[src/hdl/sldf_ram.sv]
// ----------------------------------------------------------------------------
// sldf_ram: simple dual-port byte memory
// One write port and one read port; read data is registered.
// ----------------------------------------------------------------------------
module sldf_ram #(
  parameter int unsigned DEPTH = 16,
  parameter int unsigned AW    = 4
) (
  input  logic          clk_i,
  input  logic          we_i,
  input  logic [AW-1:0] waddr_i,
  input  logic [7:0]    wdata_i,
  input  logic [AW-1:0] raddr_i,
  output logic [7:0]    rdata_o
);

  logic [7:0] mem [DEPTH];
  logic [7:0] rdata_q;

  always_ff @(posedge clk_i) begin
    if (we_i) begin
      mem[waddr_i] <= wdata_i;
    end
    rdata_q <= mem[raddr_i];
  end

  assign rdata_o = rdata_q;

endmodule

[config.mk]
export PLATFORM = sky130hd
export DESIGN_NAME = sldf_ram
export DESIGN_NICKNAME = d
export VERILOG_FILES = /design/src/hdl/sldf_ram.sv
export SDC_FILE = /design/constraint.sdc
export NUM_CORES = 1
export LEC_CHECK = 0
export BUFFER_PORTS_ARGS = -buffer_cell sky130_fd_sc_hd__buf_4
export CAP_MARGIN = 20
export CELL_PAD_IN_SITES_DETAIL_PLACEMENT = 0
export CELL_PAD_IN_SITES_GLOBAL_PLACEMENT = 1
export CORE_ASPECT_RATIO = 0.5
export CORE_MARGIN = 2
export CORE_UTILIZATION = 48
export CTS_CLUSTER_DIAMETER = 150
export DETAILED_ROUTE_END_ITERATION = 16
export GPL_TIMING_DRIVEN = 0
export PLACE_DENSITY_LB_ADDON = 0.1
export SLEW_MARGIN = 20
export SYNTH_ARGS = -nofsm -noshare
export SYNTH_HDL_FRONTEND = slang
export SYNTH_SLANG_ARGS = --single-unit
[constraint.sdc]
create_clock -name clk_i -period 1.8 [get_ports clk_i]
set_input_delay 0.36 -clock clk_i [delete_from_list [all_inputs] [get_ports clk_i]]
set_output_delay 0.36 -clock clk_i [all_outputs]
set_load 0.02 [all_outputs]
; Word level (Yosys, flattened, before mapping)
; Memory sizes are Yosys's and may differ from the RTL's. A register that Yosys moved wholly into a read port is not among the register bits.
; Index checks and enable logic that the tools add are counted.
[classes]
n_addsub = 0
mul = 0
n_div = 0
n_lt_le_gt_ge = 0
eq_ne = 0
n_shift = 0
mux = 2
n_bitwise = 0
reduce_logical = 0
[ops]
columns = operator, n
row1 = $mux 1, 2
[word_totals]
reg_bits = 0
latchBits = 0
mem_bits_rw = 128
rom_bits = 0
in_bits = 18
output_inout_bits = 8
elab_cells = 3
n_memories = 1
[mem_list]
columns = name, depth, width, read_ports, rd_clocked_by_memory_dff, wr, line_no
row1 = mem, 16, 8, 1, 1, 1, 17  ; logic [7:0] mem [DEPTH];

; Longest topological paths before layout
[logic_depth]
ltp_word = 2
depth_mapped = 5
depth_no_buf = 3

; Least setup slack after synthesis
; Ideal clock, no wire load.
[synth_path]
kind = input to register
from = input port waddr_i[2]
to = memory mem[0][0] (enable)
setup_time_ns = 0.383
t_arrival_ns = 1.470
required_time_ns = 1.417
slack_ns = -0.053
path_stages = 2
path_buffers = 0
path_cell_list = or3b_2 nor3_1
[synth_rtl]
columns = item, line_no
row1 = start: declaration, 11  ; input logic [AW-1:0] waddr_i,
row2 = end: declaration, 17
; Straight into the memory's write port.

; Worst setup path after layout
[layout_path]
from = input port waddr_i[2]
to = memory mem[1][4] (enable)
; Straight into the memory's write port.

==> metrics.txt <==
outcome=finished, final reports clean; clk sink count=136; DR pass1 iterations=5; clock root buffer=clkbuf_16; port bufs=24; Post-CTS Setup Inserts=0; total gr overflow=0; Final HPWL DP=roughly 6300 um; WHS Path Cells=1; Comb pwr share=5.3%; clk slew on worst S/H paths=~50 ps; gr usage total=19.1%; crit path from=waddr_i[2]; Slew @ Worst Pin=roughly 1000 ps; CTS tree=built; vias in the first global route=2455; synthesized flop and latch total=136; CP max FO=8; reg-to-reg setup timing slack=280 ps; critical path's top delay family=simple AND/OR/NAND/NOR gates; WP data arrival=1720 ps; Setup crit start kind=input pin; Chip Width=about 150 um; final non-filler cell total=roughly 430; DIE AREA=around 12000 sq um; sequential area share after synthesis=77.8%; DRC=0; Layout area overhead=18.1%; fmax=0.591 GHz; Skew-Pair Late Insertion Delay=~400 ps; relative slew slack=between 30% and 40%; CP Cell Sequence=buf_4, or3b_2, nor2_1; Pwr Density=~1200 nW/um^2; Cell Int Power=5720 uW; CP Capture Type=flop; Worst Min Path Start=wdata_i[6]; Bufs and invs on worst path=1; Worst R2R End=rdata_o[0]; Final WS setup=between 100 and 150 ps; die height=~77 um; H-tree levels=4; Final Hold Viols=0; DP Cell Count=between 300 and 400; Net Switching=1420 uW; Worst Skew=about 5.8 ps; RR Startpoint=mem[1][0]; Syn Nets=247; RSZ-0062 raised after global routing=false; dpl ws=-341 ps; final cycle utilization of the critical path=a little over nine tenths; Sequential Area=4000 sq um; total CTS buffers=17; largest net degree at the start of global routing=17; Yosys Warn Count=0; via count=2406; Finish-stage setup viols=0; Rows=26; Post-Syn Area=5150 sq um; Filler cells=about 760; layout cells sized above 1=slightly below 30%; Clock Path Buffers=2; Layout Nets=291; switching share of power=around 20%; drt total wl=around 9900 um; CP required=~1800 ps; Initial Utilization=between 40 and 50%; maximum VDD drop=roughly 710 uV; commonest non-fill, non-tap cells in the layout=edfxtp_1 (128), buf_4 (26), mux4_2 (18); leak pwr=about 0.002 uW; hold endpoint=mem[6][6]; multi-input logic area=~1100 sq um; Flop pwr share=49.9%; Antenna diodes=0; Via-to-Cell Ratio=roughly 5.6; ANT nets after route=0; core region area=a little over 10000 sq um; max_cap viols=0; clock share of power=44.8%; R2R depth=3; most common cell after layout, fill and taps aside=edfxtp_1; post-CTS resize count=0; total chip power=~7000 uW; initial antenna violation count=0; Unique masters post-synth=19; CP peak stage delay=between 700 and 800 ps; I/O pin total=26; count of pins over their slew limit=0; cells after synthesis=between 200 and 250; critical path depth=3; Tmin final=around 1700 ps; global-route wire length before repair=~15000 um; CTS Hold Bufs=0; Syn Area/Cell=between 20 and 25 sq um; DRT iter0 DRCs=252; gpl congestion=around 0.72; Setup TNS=0 ps; Hold/Removal Path Class=input pin to flop; CP max stage cell=nor2_1; CP Class=input pin to flop; WL per Instance=approximately 23 um
## logic make-up after synthesis
logic type	share of synthesized area (%)
compound gates	2.33
buf+inv	1.68
flops	77.8
mux	15.0
simple gates	3.18
## stage by stage
stage	hold WS [ps]	util, %	instance area (sq um)
6_report	270	58.9	6080
5_1_grt	266	58.9	6080
4_1_cts	257	58.9	6080
3_5_place_dp	664	53.6	5530
3_3_place_gp	659	53.4	5510
2_1_floorplan	459	-	5150
## metal layers
layer,vias to the layer above,global-route usage (%),share of wire [%]
li1,1063,-,-
met1,1270,29.3,45
met2,66,25.5,44
met3,7,6.25,10
met4,0,7.08,0.64
met5,-,0,0
## worst max path at each step
stage                       endpoint  slack (ps)
after detailed placement   mem[3][4]        -340
after CTS                  mem[3][4]          90
after floorplan            mem[3][0]         170
after global routing       mem[1][5]          50
final                      mem[1][4]         110
after global placement    mem[12][7]        -420
## registers in the layout, summed over array words and instances, names as in the netlist
| name | cells |
|---|---|
| mem | 128 |
| rdata_o | 8 |
## cell usage after synthesis
cell	number	area share, %
a22oi_1	16	2.3
and2_1	1	0.12
and2b_1	1	0.15
buf_2	3	0.29
buf_4	1	0.15
buf_6	3	0.66
clkdlybuf4s25_2	3	0.58
dfxtp_1	8	3.1
edfxtp_1	128	75
mux4_1	14	7.1
mux4_2	18	7.9
nand2_1	9	0.66
nand2b_1	2	0.24
nand3_1	1	0.097
nand3b_1	2	0.29
nor2_1	13	0.95
nor2b_1	1	0.12
nor3_1	4	0.39
or3b_2	1	0.17
## power groups by stage
stage	Combinational (uW)	Clock, uW	Sequential, uW
2_1_floorplan	180	0	3650
3_3_place_gp	376	0	3620
3_5_place_dp	384	0	3620
4_1_cts	385	3240	3560
5_1_grt	408	3400	3560
6_report	380	3200	3560
## final cells by class
class | count | share of cell area [%]
buffer | 10 | 1.42
clock buffer | 21 | 7.25
clock inverter | 11 | 1.75
multi-input combinational | 83 | 17.7
sequential | 136 | 65.9
tap | 140 | 2.88
timing repair buffer | 25 | 3.09
Power figures use the tool's default switching activity.
